[config.mk]
export PLATFORM = sky130hd
export DESIGN_NAME = rgb_hsl_convert
export DESIGN_NICKNAME = d
export VERILOG_FILES = /design/src/rtl/rhc_pkg.sv /design/src/rtl/rhc_div.sv /design/src/rtl/rhc_rev.sv /design/src/rtl/rgb_hsl_convert.sv
export SDC_FILE = /design/constraint.sdc
export NUM_CORES = 2
export LEC_CHECK = 0
export BUFFER_PORTS_ARGS = -buffer_cell sky130_fd_sc_hd__buf_2
export CAP_MARGIN = 40
export CELL_PAD_IN_SITES_DETAIL_PLACEMENT = 1
export CELL_PAD_IN_SITES_GLOBAL_PLACEMENT = 1
export CORE_AREA = 5 5 581 583
export CTS_CLUSTER_SIZE = 24
export DETAILED_ROUTE_END_ITERATION = 10
export DIE_AREA = 0 0 586 588
export MAX_ROUTING_LAYER = met4
export PLACE_DENSITY = 0.55
export SYNTH_ARGS = -nofsm -noshare
export SYNTH_HDL_FRONTEND = slang
export SYNTH_SLANG_ARGS = --single-unit
[constraint.sdc]
create_clock -name clock -period 10.3 [get_ports clock]
set_clock_uncertainty 0.05 [all_clocks]
set_input_delay 0.515 -clock clock [delete_from_list [all_inputs] [get_ports clock]]
set_output_delay 0.515 -clock clock [all_outputs]
set_load 0.1 [all_outputs]
[src/rtl/rhc_pkg.sv]
// Shared constants and types of the RGB/HSL colour converter.
package rhc_pkg;

   localparam int COLOR_BITS = 8;
   localparam int FRAC_BITS  = 12;
   localparam int CMAX       = (1 << COLOR_BITS) - 1;
   localparam int ONE        = 1 << FRAC_BITS;
   localparam int SECTOR     = 960;
   localparam int HUE_FULL   = 5760;

   // Divider lane geometry: numerator, divisor and quotient widths.
   localparam int DIV_NUM_W = 22;
   localparam int DIV_DEN_W = 10;
   localparam int DIV_Q_W   = 13;

   // Latency of the reverse path inside its module.
   localparam int REV_LAT = 6;

   localparam logic [1:0] SEC_RED   = 2'd0;
   localparam logic [1:0] SEC_GREEN = 2'd1;
   localparam logic [1:0] SEC_BLUE  = 2'd2;

   typedef struct packed {
      logic       valid;
      logic       mode;
      logic [1:0] sector;
      logic       neg;
      logic       czero;
   } side_type;

endpackage

[src/rtl/rhc_div.sv]
// Pipelined restoring divider, one quotient bit per register stage.
module rhc_div #(
   parameter int NUM_W = 22,
   parameter int DEN_W = 10,
   parameter int Q_W   = 13
) (
   input  logic             clock,
   input  logic [NUM_W-1:0] num,
   input  logic [DEN_W-1:0] den,
   output logic [Q_W-1:0]   quo
);

   localparam int SW = DEN_W + Q_W;

   logic [SW-1:0]    rem_ff [Q_W];
   logic [DEN_W-1:0] den_ff [Q_W];
   logic [Q_W-1:0]   quo_ff [Q_W];

   for (genvar i = 0; i < Q_W; i++) begin : g_stage
      localparam int B = Q_W - 1 - i;
      logic [SW-1:0]    rem_prev;
      logic [DEN_W-1:0] den_prev;
      logic [Q_W-1:0]   quo_prev;
      logic [SW-1:0]    shifted;
      logic [SW-1:0]    rem_in;
      logic [Q_W-1:0]   quo_in;

      if (i == 0) begin : g_first
         assign rem_prev = SW'(num);
         assign den_prev = den;
         assign quo_prev = '0;
      end else begin : g_next
         assign rem_prev = rem_ff[i-1];
         assign den_prev = den_ff[i-1];
         assign quo_prev = quo_ff[i-1];
      end

      assign shifted = SW'(den_prev) << B;

      always_comb begin
         rem_in = rem_prev;
         quo_in = quo_prev;
         if (rem_prev >= shifted) begin
            rem_in = rem_prev - shifted;
            quo_in = quo_prev | (Q_W'(1) << B);
         end
      end

      always_ff @(posedge clock) begin
         rem_ff[i] <= rem_in;
         den_ff[i] <= den_prev;
         quo_ff[i] <= quo_in;
      end
   end

   assign quo = quo_ff[Q_W-1];

endmodule

[src/rtl/rhc_rev.sv]
// Six-stage HSL to RGB datapath with rounding and clamping.
module rhc_rev
   import rhc_pkg::*;
(
   input  logic        clock,
   input  logic [12:0] hue_in,
   input  logic [12:0] sat_in,
   input  logic [12:0] light_in,
   output logic [7:0]  red_out,
   output logic [7:0]  green_out,
   output logic [7:0]  blue_out
);

   localparam logic [45:0] REV_SCALE = 46'(2 * SECTOR) << (2 * FRAC_BITS);
   localparam int          REV_SHIFT = 2 * FRAC_BITS + 8;
   localparam logic [26:0] RECIP15   = 27'd4370;

   // Stage 1: wrap and clamp, split the hue into sector and offset.
   logic [12:0] hh, ll1_in, ss1_in, om1_in, ll1_ff, ss1_ff, om1_ff;
   logic [13:0] span;
   logic [2:0]  k1_in, k1_ff;
   logic [12:0] f;
   logic [9:0]  ft1_in, ft1_ff;

   always_comb begin
      hh     = (hue_in >= 13'(HUE_FULL)) ? hue_in - 13'(HUE_FULL) : hue_in;
      ss1_in = (sat_in > 13'(ONE)) ? 13'(ONE) : sat_in;
      ll1_in = (light_in > 13'(ONE)) ? 13'(ONE) : light_in;
      span   = ({ll1_in, 1'b0} >= 14'(ONE)) ? {ll1_in, 1'b0} - 14'(ONE)
                                            : 14'(ONE) - {ll1_in, 1'b0};
      om1_in = 13'(14'(ONE) - span);
      priority if (hh < 13'(SECTOR))     k1_in = 3'd0;
      else if (hh < 13'(2 * SECTOR))     k1_in = 3'd1;
      else if (hh < 13'(3 * SECTOR))     k1_in = 3'd2;
      else if (hh < 13'(4 * SECTOR))     k1_in = 3'd3;
      else if (hh < 13'(5 * SECTOR))     k1_in = 3'd4;
      else                               k1_in = 3'd5;
      f      = hh - 13'(k1_in) * 13'(SECTOR);
      ft1_in = k1_in[0] ? 10'(13'(SECTOR) - f) : 10'(f);
   end

   always_ff @(posedge clock) begin
      ll1_ff <= ll1_in;
      ss1_ff <= ss1_in;
      om1_ff <= om1_in;
      k1_ff  <= k1_in;
      ft1_ff <= ft1_in;
   end

   // Stage 2: chroma at scale ONE squared.
   logic [24:0] cw2_ff;
   logic [12:0] ll2_ff;
   logic [2:0]  k2_ff;
   logic [9:0]  ft2_ff;
   logic [25:0] cw_prod;

   assign cw_prod = 26'(om1_ff) * 26'(ss1_ff);

   always_ff @(posedge clock) begin
      cw2_ff <= cw_prod[24:0];
      ll2_ff <= ll1_ff;
      k2_ff  <= k1_ff;
      ft2_ff <= ft1_ff;
   end

   // Stage 3: the chroma, ramp and base terms.
   logic [34:0]        cs3_in, cs3_ff;
   logic [35:0]        xs3_in, xs3_ff;
   logic signed [36:0] ms3_in, ms3_ff;
   logic [2:0]         k3_ff;
   logic [34:0]        xprod, lterm, cterm;

   always_comb begin
      xprod  = 35'(cw2_ff) * 35'(ft2_ff);
      xs3_in = {xprod, 1'b0};
      cs3_in = 35'(cw2_ff) * 35'(2 * SECTOR);
      lterm  = (35'(ll2_ff) * 35'(2 * SECTOR)) << FRAC_BITS;
      cterm  = 35'(cw2_ff) * 35'(SECTOR);
      ms3_in = $signed({2'b00, lterm}) - $signed({2'b00, cterm});
   end

   always_ff @(posedge clock) begin
      cs3_ff <= cs3_in;
      xs3_ff <= xs3_in;
      ms3_ff <= ms3_in;
      k3_ff  <= k2_ff;
   end

   // Stage 4: per-channel sums selected by sector.
   logic signed [36:0] v4_in [3];
   logic signed [36:0] v4_ff [3];
   logic signed [36:0] cs_s, xs_s;

   always_comb begin
      cs_s = $signed({2'b00, cs3_ff});
      xs_s = $signed({1'b0, xs3_ff});
      v4_in[0] = ms3_ff;
      v4_in[1] = ms3_ff;
      v4_in[2] = ms3_ff;
      unique case (k3_ff)
         3'd0: begin
            v4_in[0] = ms3_ff + cs_s;
            v4_in[1] = ms3_ff + xs_s;
         end
         3'd1: begin
            v4_in[0] = ms3_ff + xs_s;
            v4_in[1] = ms3_ff + cs_s;
         end
         3'd2: begin
            v4_in[1] = ms3_ff + cs_s;
            v4_in[2] = ms3_ff + xs_s;
         end
         3'd3: begin
            v4_in[1] = ms3_ff + xs_s;
            v4_in[2] = ms3_ff + cs_s;
         end
         3'd4: begin
            v4_in[0] = ms3_ff + xs_s;
            v4_in[2] = ms3_ff + cs_s;
         end
         default: begin
            v4_in[0] = ms3_ff + cs_s;
            v4_in[2] = ms3_ff + xs_s;
         end
      endcase
   end

   always_ff @(posedge clock) begin
      for (int c = 0; c < 3; c++) v4_ff[c] <= v4_in[c];
   end

   // Stage 5: scale to the colour range; the divisor is fifteen times a power of two.
   logic [13:0] t5_in [3];
   logic [13:0] t5_ff [3];
   logic        p5_in [3];
   logic        p5_ff [3];
   logic [45:0] num5  [3];

   always_comb begin
      for (int c = 0; c < 3; c++) begin
         p5_in[c] = !v4_ff[c][36] && (v4_ff[c] != '0);
         num5[c]  = 46'(v4_ff[c][35:0]) * 46'(2 * CMAX) + REV_SCALE;
         t5_in[c] = num5[c][REV_SHIFT+13:REV_SHIFT];
      end
   end

   always_ff @(posedge clock) begin
      for (int c = 0; c < 3; c++) begin
         t5_ff[c] <= t5_in[c];
         p5_ff[c] <= p5_in[c];
      end
   end

   // Stage 6: divide by fifteen through a reciprocal, then clamp.
   logic [7:0]  c6_in [3];
   logic [7:0]  c6_ff [3];
   logic [26:0] rprod [3];

   always_comb begin
      for (int c = 0; c < 3; c++) begin
         rprod[c] = 27'(t5_ff[c]) * RECIP15;
         if (!p5_ff[c])                   c6_in[c] = '0;
         else if (rprod[c][26:16] > 11'(CMAX)) c6_in[c] = 8'(CMAX);
         else                             c6_in[c] = rprod[c][23:16];
      end
   end

   always_ff @(posedge clock) begin
      for (int c = 0; c < 3; c++) c6_ff[c] <= c6_in[c];
   end

   assign red_out   = c6_ff[0];
   assign green_out = c6_ff[1];
   assign blue_out  = c6_ff[2];

endmodule

[src/rtl/rgb_hsl_convert.sv]
// Top level of the pipelined RGB/HSL colour converter.
//
//   Channel   Handshake             Payload
//   request   start / busy          req_mode, req_red_in .. req_light_in
//   response  rsp_valid (strobe)    rsp_red_out .. rsp_light_out
//
// A word is taken on every clock edge with start high and busy low, so one
// pixel can enter each cycle. Its result is on the response ports for a single
// cycle, marked by rsp_valid, after the prepare stage, the thirteen stages of
// the hue and saturation divider lanes (one quotient bit each) and the output
// register. busy is high while reset is held and in the cycle after it, while
// the pipeline valid bits come out cleared. The receiver cannot stall, so the
// pipeline never halts.
module rgb_hsl_convert
   import rhc_pkg::*;
(
   input  logic        clock,
   input  logic        reset,
   input  logic        start,
   output logic        busy,
   input  logic        req_mode,
   input  logic [7:0]  req_red_in,
   input  logic [7:0]  req_green_in,
   input  logic [7:0]  req_blue_in,
   input  logic [12:0] req_hue_in,
   input  logic [12:0] req_sat_in,
   input  logic [12:0] req_light_in,
   output logic        rsp_valid,
   output logic [7:0]  rsp_red_out,
   output logic [7:0]  rsp_green_out,
   output logic [7:0]  rsp_blue_out,
   output logic [12:0] rsp_hue_out,
   output logic [12:0] rsp_sat_out,
   output logic [12:0] rsp_light_out
);

   localparam int PIPE    = DIV_Q_W + 1;
   localparam int RGB_DLY = PIPE - REV_LAT;
   localparam logic [20:0] RECIP255 = 21'd1052689;

   logic busy_ff, busy_in;
   logic accept;

   assign busy_in = reset;
   assign busy    = busy_ff;
   assign accept  = start && !busy_ff;

   always_ff @(posedge clock) begin
      busy_ff <= busy_in;
   end

   // Prepare stage: extremes, chroma, sector and the three division operands.
   logic [7:0]  mx, mn, cc, mag;
   logic [8:0]  sum, den9;
   logic signed [8:0] diff;
   side_type    side_in;
   logic [DIV_NUM_W-1:0] l_num_in, s_num_in, h_num_in;
   logic [DIV_DEN_W-1:0] s_den_in, h_den_in;
   logic [DIV_NUM_W-1:0] l_num_ff, s_num_ff, h_num_ff;
   logic [DIV_DEN_W-1:0] s_den_ff, h_den_ff;
   logic [1:0]  sector;
   logic [18:0] mag_scaled;

   always_comb begin
      mx = req_red_in;
      mn = req_red_in;
      if (req_green_in > mx) mx = req_green_in;
      if (req_blue_in > mx)  mx = req_blue_in;
      if (req_green_in < mn) mn = req_green_in;
      if (req_blue_in < mn)  mn = req_blue_in;
      cc   = mx - mn;
      sum  = 9'(mx) + 9'(mn);
      den9 = (sum < 9'(2 * CMAX) - sum) ? sum : 9'(2 * CMAX) - sum;
      // Red wins ties over green, green over blue.
      priority if (mx == req_red_in) begin
         sector = SEC_RED;
         diff   = $signed({1'b0, req_green_in}) - $signed({1'b0, req_blue_in});
      end else if (mx == req_green_in) begin
         sector = SEC_GREEN;
         diff   = $signed({1'b0, req_blue_in}) - $signed({1'b0, req_red_in});
      end else begin
         sector = SEC_BLUE;
         diff   = $signed({1'b0, req_red_in}) - $signed({1'b0, req_green_in});
      end
      mag        = diff[8] ? 8'(-diff) : diff[7:0];
      mag_scaled = (19'(mag) << 11) - (19'(mag) << 7) + 19'(cc);
      // Lightness is round(sum * 4096 / 510); dividing numerator and divisor
      // by two leaves floor((sum * 2048 + 127) / 255).
      l_num_in   = (DIV_NUM_W'(sum) << (FRAC_BITS - 1)) + DIV_NUM_W'(CMAX / 2);
      s_num_in   = (DIV_NUM_W'(cc) << (FRAC_BITS + 1)) + DIV_NUM_W'(den9);
      s_den_in   = DIV_DEN_W'({den9, 1'b0});
      h_num_in   = DIV_NUM_W'(mag_scaled);
      h_den_in   = DIV_DEN_W'({cc, 1'b0});

      side_in.valid  = accept;
      side_in.mode   = req_mode;
      side_in.sector = sector;
      side_in.neg    = diff[8];
      side_in.czero  = (cc == '0);
   end

   always_ff @(posedge clock) begin
      l_num_ff <= l_num_in;
      s_num_ff <= s_num_in;
      s_den_ff <= s_den_in;
      h_num_ff <= h_num_in;
      h_den_ff <= h_den_in;
   end

   // Control travels alongside the data; only the valid bits need reset.
   side_type side_ff [PIPE];

   always_ff @(posedge clock) begin
      if (reset) begin
         for (int i = 0; i < PIPE; i++) side_ff[i] <= '0;
      end else begin
         side_ff[0] <= side_in;
         for (int i = 1; i < PIPE; i++) side_ff[i] <= side_ff[i-1];
      end
   end

   // Saturation and hue each have a divider lane of their own.
   logic [DIV_Q_W-1:0] l_quo, s_quo, h_quo;

   // Lightness divides by a constant, so a reciprocal multiply takes it and a
   // short delay line brings it level with the two divider lanes.
   logic [42:0]        l_prod;
   logic [DIV_Q_W-1:0] l_q_ff [DIV_Q_W];

   assign l_prod = 43'(l_num_ff) * 43'(RECIP255);

   always_ff @(posedge clock) begin
      l_q_ff[0] <= l_prod[28 +: DIV_Q_W];
      for (int i = 1; i < DIV_Q_W; i++) l_q_ff[i] <= l_q_ff[i-1];
   end

   assign l_quo = l_q_ff[DIV_Q_W-1];

   rhc_div #(.NUM_W(DIV_NUM_W), .DEN_W(DIV_DEN_W), .Q_W(DIV_Q_W)) u_div_sat (
      .clock (clock),
      .num   (s_num_ff),
      .den   (s_den_ff),
      .quo   (s_quo)
   );

   rhc_div #(.NUM_W(DIV_NUM_W), .DEN_W(DIV_DEN_W), .Q_W(DIV_Q_W)) u_div_hue (
      .clock (clock),
      .num   (h_num_ff),
      .den   (h_den_ff),
      .quo   (h_quo)
   );

   // The reverse direction runs beside the dividers and is delayed to match.
   logic [7:0]  rev_r, rev_g, rev_b;
   logic [23:0] rgbd_ff [RGB_DLY];

   rhc_rev u_rev (
      .clock     (clock),
      .hue_in    (req_hue_in),
      .sat_in    (req_sat_in),
      .light_in  (req_light_in),
      .red_out   (rev_r),
      .green_out (rev_g),
      .blue_out  (rev_b)
   );

   always_ff @(posedge clock) begin
      rgbd_ff[0] <= {rev_r, rev_g, rev_b};
      for (int i = 1; i < RGB_DLY; i++) rgbd_ff[i] <= rgbd_ff[i-1];
   end

   // Output stage: place the hue in its sector and blank the unused fields.
   side_type    last;
   logic [13:0] hue_w;
   logic [13:0] hue_base;
   logic        rsp_valid_ff, rsp_valid_in;
   logic [7:0]  r_ff, g_ff, b_ff, r_in, g_in, b_in;
   logic [12:0] h_ff, s_ff, l_ff, h_in, s_in, l_in;

   assign last = side_ff[PIPE-1];

   always_comb begin
      unique case (last.sector)
         SEC_RED:   hue_base = '0;
         SEC_GREEN: hue_base = 14'(2 * SECTOR);
         default:   hue_base = 14'(4 * SECTOR);
      endcase
      if (last.neg) begin
         hue_w = hue_base - 14'(h_quo);
         if (last.sector == SEC_RED) hue_w = 14'(HUE_FULL) - 14'(h_quo);
      end else begin
         hue_w = hue_base + 14'(h_quo);
      end
      if (hue_w >= 14'(HUE_FULL)) hue_w = hue_w - 14'(HUE_FULL);

      rsp_valid_in = last.valid;
      r_in = '0;
      g_in = '0;
      b_in = '0;
      h_in = '0;
      s_in = '0;
      l_in = '0;
      if (last.mode) begin
         {r_in, g_in, b_in} = rgbd_ff[RGB_DLY-1];
      end else begin
         l_in = l_quo;
         if (!last.czero) begin
            h_in = hue_w[12:0];
            s_in = s_quo;
         end
      end
   end

   always_ff @(posedge clock) begin
      if (reset) begin
         rsp_valid_ff <= 1'b0;
      end else begin
         rsp_valid_ff <= rsp_valid_in;
      end
      r_ff <= r_in;
      g_ff <= g_in;
      b_ff <= b_in;
      h_ff <= h_in;
      s_ff <= s_in;
      l_ff <= l_in;
   end

   assign rsp_valid     = rsp_valid_ff;
   assign rsp_red_out   = r_ff;
   assign rsp_green_out = g_ff;
   assign rsp_blue_out  = b_ff;
   assign rsp_hue_out   = h_ff;
   assign rsp_sat_out   = s_ff;
   assign rsp_light_out = l_ff;

endmodule

======== Word level (Yosys, flattened, before mapping) ========
Memory sizes are Yosys's and may differ from the RTL's. A register that Yosys moved wholly into a read port is not among the register bits.
Index checks and enable logic that the tools add are counted.
cells by class
  multipliers ............................. 13
  mux-type cells .......................... 101
  bitwise operators ....................... 14
  magnitude comparators ................... 44
  equality and inequality tests ........... 7
  reduce and logical (&&, ||, !) cells .... 22
  add/subtract/negate cells ............... 53
operator list
  kind                    number
  $mux 23                 26
  $pmux 37 s2             3
  $add 45x35->46 const B  3
  $mul 36x8->44 const B   3
  $reduce_bool 37->1      3
  $mux 8                  13
  $mux 6                  16
  $mul 14x12->26 const B  3
  $mux 13                 6
  $ge 23x10->1            2
  $ge 23x11->1            2
  $ge 23x12->1            2
  $ge 23x13->1            2
  $ge 23x14->1            2
  $ge 23x15->1            2
  $ge 23x16->1            2
  $ge 23x17->1            2
  $ge 23x18->1            2
  $ge 23x19->1            2
  $ge 23x20->1            2
  $ge 23x21->1            2
  $sub 23x10->23          2
  $sub 23x11->23          2
  $sub 23x12->23          2
  74 further kinds        148
word-level totals
  flip-flop bits (word level) ............. 300
  RAM bits ................................ 1821
  input port bits ......................... 67
  output and inout port bits .............. 65
  memories ................................ 13
memory list
  memory            words  bits a word  rd ports  clocked after memory_dff  wr ports  RTL line                text
  u_div_hue.rem_ff  13     23           12        0                         13        rhc_div.sv:15           logic [SW-1:0] rem_ff [Q_W];
  u_div_sat.rem_ff  13     23           12        0                         13        rhc_div.sv:15
  rgbd_ff           8      24           8         1                         8         rgb_hsl_convert.sv:155  logic [23:0] rgbd_ff [RGB_DLY];
  l_q_ff            13     13           13        1                         13        rgb_hsl_convert.sv:128  logic [DIV_Q_W-1:0] l_q_ff [DIV_Q_W];
  u_div_hue.quo_ff  13     13           13        0                         13        rhc_div.sv:17           logic [Q_W-1:0] quo_ff [Q_W];
  u_div_sat.quo_ff  13     13           13        1                         13        rhc_div.sv:17
  +7 memories       -      -            -         -                         -         -

======== Logic depth before layout (Yosys ltp) ========
  depth in word-level cells ............... 12
  mapped depth ............................ 35
  gate-level depth less buffers ........... 32

======== By module ========
From an unflattened synthesis, not the netlist that was laid out.
second synthesis, totals
  cells, all modules ...................... 10956
  area total of the unflattened synthesis .. 109009.5 sq um
by module, submodules not included
  module               area an instance (sq um)  cells each  instances
  rhc_rev              52904.5                   5709        1
  rhc_div (u_div_hue)  19304.8                   1885        1
  rhc_div (u_div_sat)  18865.6                   1871        1
  rgb_hsl_convert      17934.7                   1491        1

======== Worst setup path after synthesis ========
No wires, ideal clock.
  path type ............................... input to register
  from .................................... in req_green_in[2]
  to ...................................... reg s_den_ff[4]
  slack ................................... 2.899 ns
  setup time .............................. 0.121 ns
  stages on the path ...................... 34
  data arrival time ....................... 7.230 ns
  buffers on the path ..................... 3
  path through ............................ inv_1 -> ha_1 -> and3_1 -> o21ai_1 -> nand3_1 -> a31oi_2 -> buf_4 -> a31oi_2 -> mux2i_1 -> ha_1 -> o21a_1 -> o21a_1 -> o21a_1 -> o21a_1 -> o21a_1 -> o21a_1 -> o21ai_0 -> nand2b_1 -> clkbuf_1 -> buf_1 -> mux2i_1 -> ha_1 -> fa_1 -> a21o_1 -> a21oi_1 -> o21bai_1 -> a21oi_1 -> xnor2_1 -> nand2_1 -> or2_2 -> ha_1 -> a21oi_1 -> mux2i_1 -> mux2_2
between the ends
  word-level cells in the longest chain between the ends .. 8
  elaborated cells between the ends (all ways) .. 12
  classes of those cells .................. add/sub (2); order compare (5); mux (5)
RTL lines
  element                                          RTL line                                      text
  start: declaration                               rgb_hsl_convert.sv:23                         input logic [7:0] req_green_in,
  $gt 8x8->1 / $lt 8x8->1 (equally long branches)  rgb_hsl_convert.sv:67, rgb_hsl_convert.sv:69
  $mux 8 (on tied branches)                        rgb_hsl_convert.sv:67, rgb_hsl_convert.sv:69
  $gt 8x8->1 / $lt 8x8->1 (equally long branches)  rgb_hsl_convert.sv:68, rgb_hsl_convert.sv:70
  $mux 8 (on tied branches)                        rgb_hsl_convert.sv:68, rgb_hsl_convert.sv:70
  $add 8x8->9 *                                    rgb_hsl_convert.sv:72                         sum = 9'(mx) + 9'(mn);
  $sub 9x9->9                                      rgb_hsl_convert.sv:73                         den9 = (sum < 9'(2 * CMAX) - sum) ? sum : 9'(2 * CMAX) - sum;
  $lt 9x9->1                                       rgb_hsl_convert.sv:73
  $mux 9 *                                         rgb_hsl_convert.sv:73
  via den9[3]                                      rgb_hsl_convert.sv:54                         logic [8:0] sum, den9;
  end signal: assignment                           rgb_hsl_convert.sv:105                        s_den_ff <= s_den_in;
  end: declaration                                 rgb_hsl_convert.sv:60                         logic [DIV_DEN_W-1:0] s_den_ff, h_den_ff;
Mark *: on every way through the listed nets, which the timed path passes. The rest lies on a longest branch.
A chain may end at the register's enable or synchronous reset.

======== Worst setup path in the final report ========
Same ends and word-level chain as after synthesis.

==> impl_metrics.toml <==
[run_status]
status = "finished, final reports clean"

[worst_setup_path]
worstSetupPathType = "primary input to register"
worstPathArrival_ns = 8.67
cpLargestDelayFamily = "compound AO/OA/AOI/OAI gates"
worstRegToRegCells = 23
r2r_end = "u_rev.xs3_ff[35]$_DFF_P_"
r2r_start = "u_rev.cw2_ff[5]$_DFF_P_"
critPathLaunchType = "primary input"
crit_slowest_cell = "a31oi_2"
cp_num_cells = 33
r2r_setup_slack_ns = 3.05
slowest_delay_ns = 0.67
setup.worst_path.start = "req_green_in[2]"
cp_data_required_time_ns = 11.00
crit_top_cell = "o21a_1"
crit_end = "s_den_ff[4]$_DFF_P_"
cp-end-kind = "register"
worst-path-max-fanout = 26
cp_num_buf_inv = 3

[yosys]
synth_edf_count = 0
synth.most_common_cell = "dfxtp_1"
ys_seq_elements = 1716
synthTopCellsByCount = "1716 x dfxtp_1, 1299 x inv_1, 1052 x ha_1"
netlist-cell-type-count = 99
yosys-top-cells-area = "dfxtp_1 35%, fa_1 18%, ha_1 13%"
syn_inst = 9737
yosysTopAreaCellShare = 0.347
yosysWarnings = 0
synth-main-ff-cell = "dfxtp_1"
ys_seq_area_frac = 0.347
syn_area_mm2 = 0.0991
synthArstFlopShare = 0
yosys.area.top_type = "dfxtp_1"
synth.avg_cell_area_um2 = 10.2

[drt]
wl_per_cell_um = 16.5
route.vias.total = 65600
drtIter0Drc = 2008
antenna_left = 0
finalWirelength_um = 240000
vias_per_cell = 4.52
drt-pass1-iter-count = 5
drc = 0

[clocking]
post_cts_buffers = 0
cts-resized-gates = 0
clockBufferDepth = 4
clk_latency_ns = 0.88
clk_pin_slew_ns = 0.07
cts_tree = "built"
cts_buffers = 199
clkSinkCount = 1716
htree_num_levels = 4
cts_root_buffer = "clkbuf_16"

[floorplanning]
row_count = 212
die_w_um = 586
dieArea_mm2 = 0.345
core_region_area_mm2 = 0.332
start_util = 0.298
die_h_um = 588
io_pins = 132

[timing]
finalCriticalPeriod_ns = 7.97
tightest_slew_ns = 0.911
hold_violations = 0
setup_tns_ns = 0
rsz0062_at_grt = "no"
max_clock_freq_mhz = 126
maxSlewViolCount = 0
min_period_over_period = 0.774
setup_violations = 0
slew_headroom = 0.383

[layout]
drive_gt1_frac = 0.0600
area_growth_syn_to_layout_pct = 13.5
fillers = 37200
fin_area_mm2 = 0.112
final_nets = 12000

[placement]
gp_congestion = 0.855
io_buffers = 131
dpl.hpwl_um = 196000
dpl_cell_area_mm2 = 0.105

[global_routing]
grt_first_pass_wirelength_um = 394000
grt_max_degree = 74
grt_antenna_before_repair = 5
grt-ovfl-total = 0
grt_usage = 0.143
grt_pass1_vias = 73100

[worst_hold_path]
hp-class = "primary input to register"

[run]
drv_cap = 0
==> per-layer routing <==
metal,vias to the layer above,global-route usage,routed length (µm),part of all wire
met3,331,0.0159,6010,0.025
met1,32300,0.181,110000,0.46
met2,605,0.240,116000,0.48
met4,0,0.0421,7730,0.032
met5,-,-,0,0
li1,32400,-,-,-
==> cell usage in the layout, fill, tap and decap left out, types with 24 or more instances in the layout <==
| cell type | synthesis | routed |
|---|---|---|
| o21a_1 | 80 | 80 |
| clkbuf_16 | 0 | 201 |
| fa_1 | 899 | 899 |
| dfxtp_1 | 1716 | 1713 |
| clkinv_2 | 0 | 32 |
| a22oi_1 | 29 | 29 |
| nor3_1 | 162 | 162 |
| a21oi_1 | 455 | 454 |
| nor4_1 | 81 | 81 |
| and2_1 | 249 | 249 |
| clkbuf_8 | 0 | 35 |
| and4_1 | 24 | 24 |
| inv_1 | 1299 | 1299 |
| nand2_1 | 604 | 604 |
| o21ai_0 | 307 | 306 |
| a21o_1 | 221 | 221 |
| nand2b_1 | 126 | 126 |
| nand3_1 | 93 | 93 |
| mux2i_1 | 46 | 46 |
| o31ai_1 | 36 | 36 |
| xor2_1 | 270 | 270 |
| nand4_1 | 69 | 69 |
| a211oi_1 | 43 | 43 |
| buf_4 | 2 | 40 |
| dlygate4sd3_1 | 0 | 55 |
| and3_1 | 38 | 38 |
| o21bai_1 | 59 | 59 |
| a31oi_1 | 32 | 32 |
| ha_1 | 1052 | 1052 |
| buf_2 | 2 | 132 |
| or3_1 | 55 | 55 |
| nor2b_1 | 233 | 231 |
| bufinv_16 | 0 | 25 |
| xnor2_1 | 392 | 392 |
| nor2_1 | 517 | 515 |
==> layout make-up <==
class                           instances  area (µm²)  area share
Clock inverter                         99        1360      0.0121
Sequential cell                      1716       34400       0.305
Antenna cell                            2        5.00   0.0000445
Tap cell                             4387        5490      0.0488
Clock buffer                          259        5600      0.0498
Timing Repair Buffer                  239        1710      0.0152
Multi-Input combinational cell       6518       59100       0.525
Inverter                             1299        4880      0.0434
==> per-stage QoR <==
step           utilization  cells  setup slack (ns)  hold WS (ns)
6_report             0.339  14500              2.33         0.139
4_1_cts              0.339  14500              2.46        0.0460
3_3_place_gp         0.315  14100              1.56         0.260
5_1_grt              0.339  14500              1.92         0.105
3_5_place_dp         0.316  14100              1.48         0.263
2_1_floorplan            -   9738              2.90         0.260
==> how the worst min path moves through the flow <==
stage               slack (ns)  depth (start not counted)             startpoint                     end
floorplan                 0.26                          0   l_q_ff[9][0]$_DFF_P_   l_q_ff[10][0]$_DFF_P_
global placement          0.26                          0  l_q_ff[4][12]$_DFF_P_   l_q_ff[5][12]$_DFF_P_
finish                    0.14                          3         req_hue_in[10]  u_rev.k1_ff[2]$_DFF_P_
CTS                       0.05                          3         req_hue_in[10]  u_rev.k1_ff[2]$_DFF_P_
global route              0.11                          3         req_hue_in[10]  u_rev.k1_ff[2]$_DFF_P_
detailed placement        0.26                          0   l_q_ff[6][7]$_DFF_P_    l_q_ff[7][7]$_DFF_P_
==> what timing repair did <==
| item | in CTS | in global routing |
|---|---|---|
| hold buffers | 55 | 0 |
| hold endpoints to repair | 65 | 0 |
| endpoints found under the setup margin | 0 | 0 |
==> tightest hold or removal path, stage by stage <==
cell	delay, ns
buf_2	0.12
a211oi_1	0.13
a21o_1	0.19
==> logic make-up (layout without fill, tap and decap cells) <==
logic type,Yosys count,after routing,share of synthesized area
AOI/OAI and AO/OA,1465,1465,0.0948
xor gates and xnor gates,663,663,0.0587
adders and majority gates,1952,1952,0.315
buffers and inverters,1504,1896,0.0573
DFF,1716,1716,0.347
muxes,68,68,0.00715
other,1,4,0.0000379
and+or+nand+nor,2368,2368,0.121
==> sequential cells by signal, indices dropped and copies added, names as in the netlist, 16 cells and up <==
signal and count:
side_ff 84, u_rev.cw2_ff 24, u_div_sat.quo_ff 91, u_div_hue.rem_ff 271, l_q_ff 169, u_div_hue.den_ff 61, u_rev.ms3_ff 28, h_num_ff 16
u_div_sat.rem_ff 258, u_rev.t5_ff 42, rgbd_ff 192, u_div_sat.den_ff 28, u_rev.v4_ff 105, u_rev.c6_ff 24, u_rev.cs3_ff 27, u_div_hue.quo_ff 91
u_rev.xs3_ff 34
Power is not shown: default switching activity piles up to over one toggle a cycle in this logic, so the estimate is an artifact.
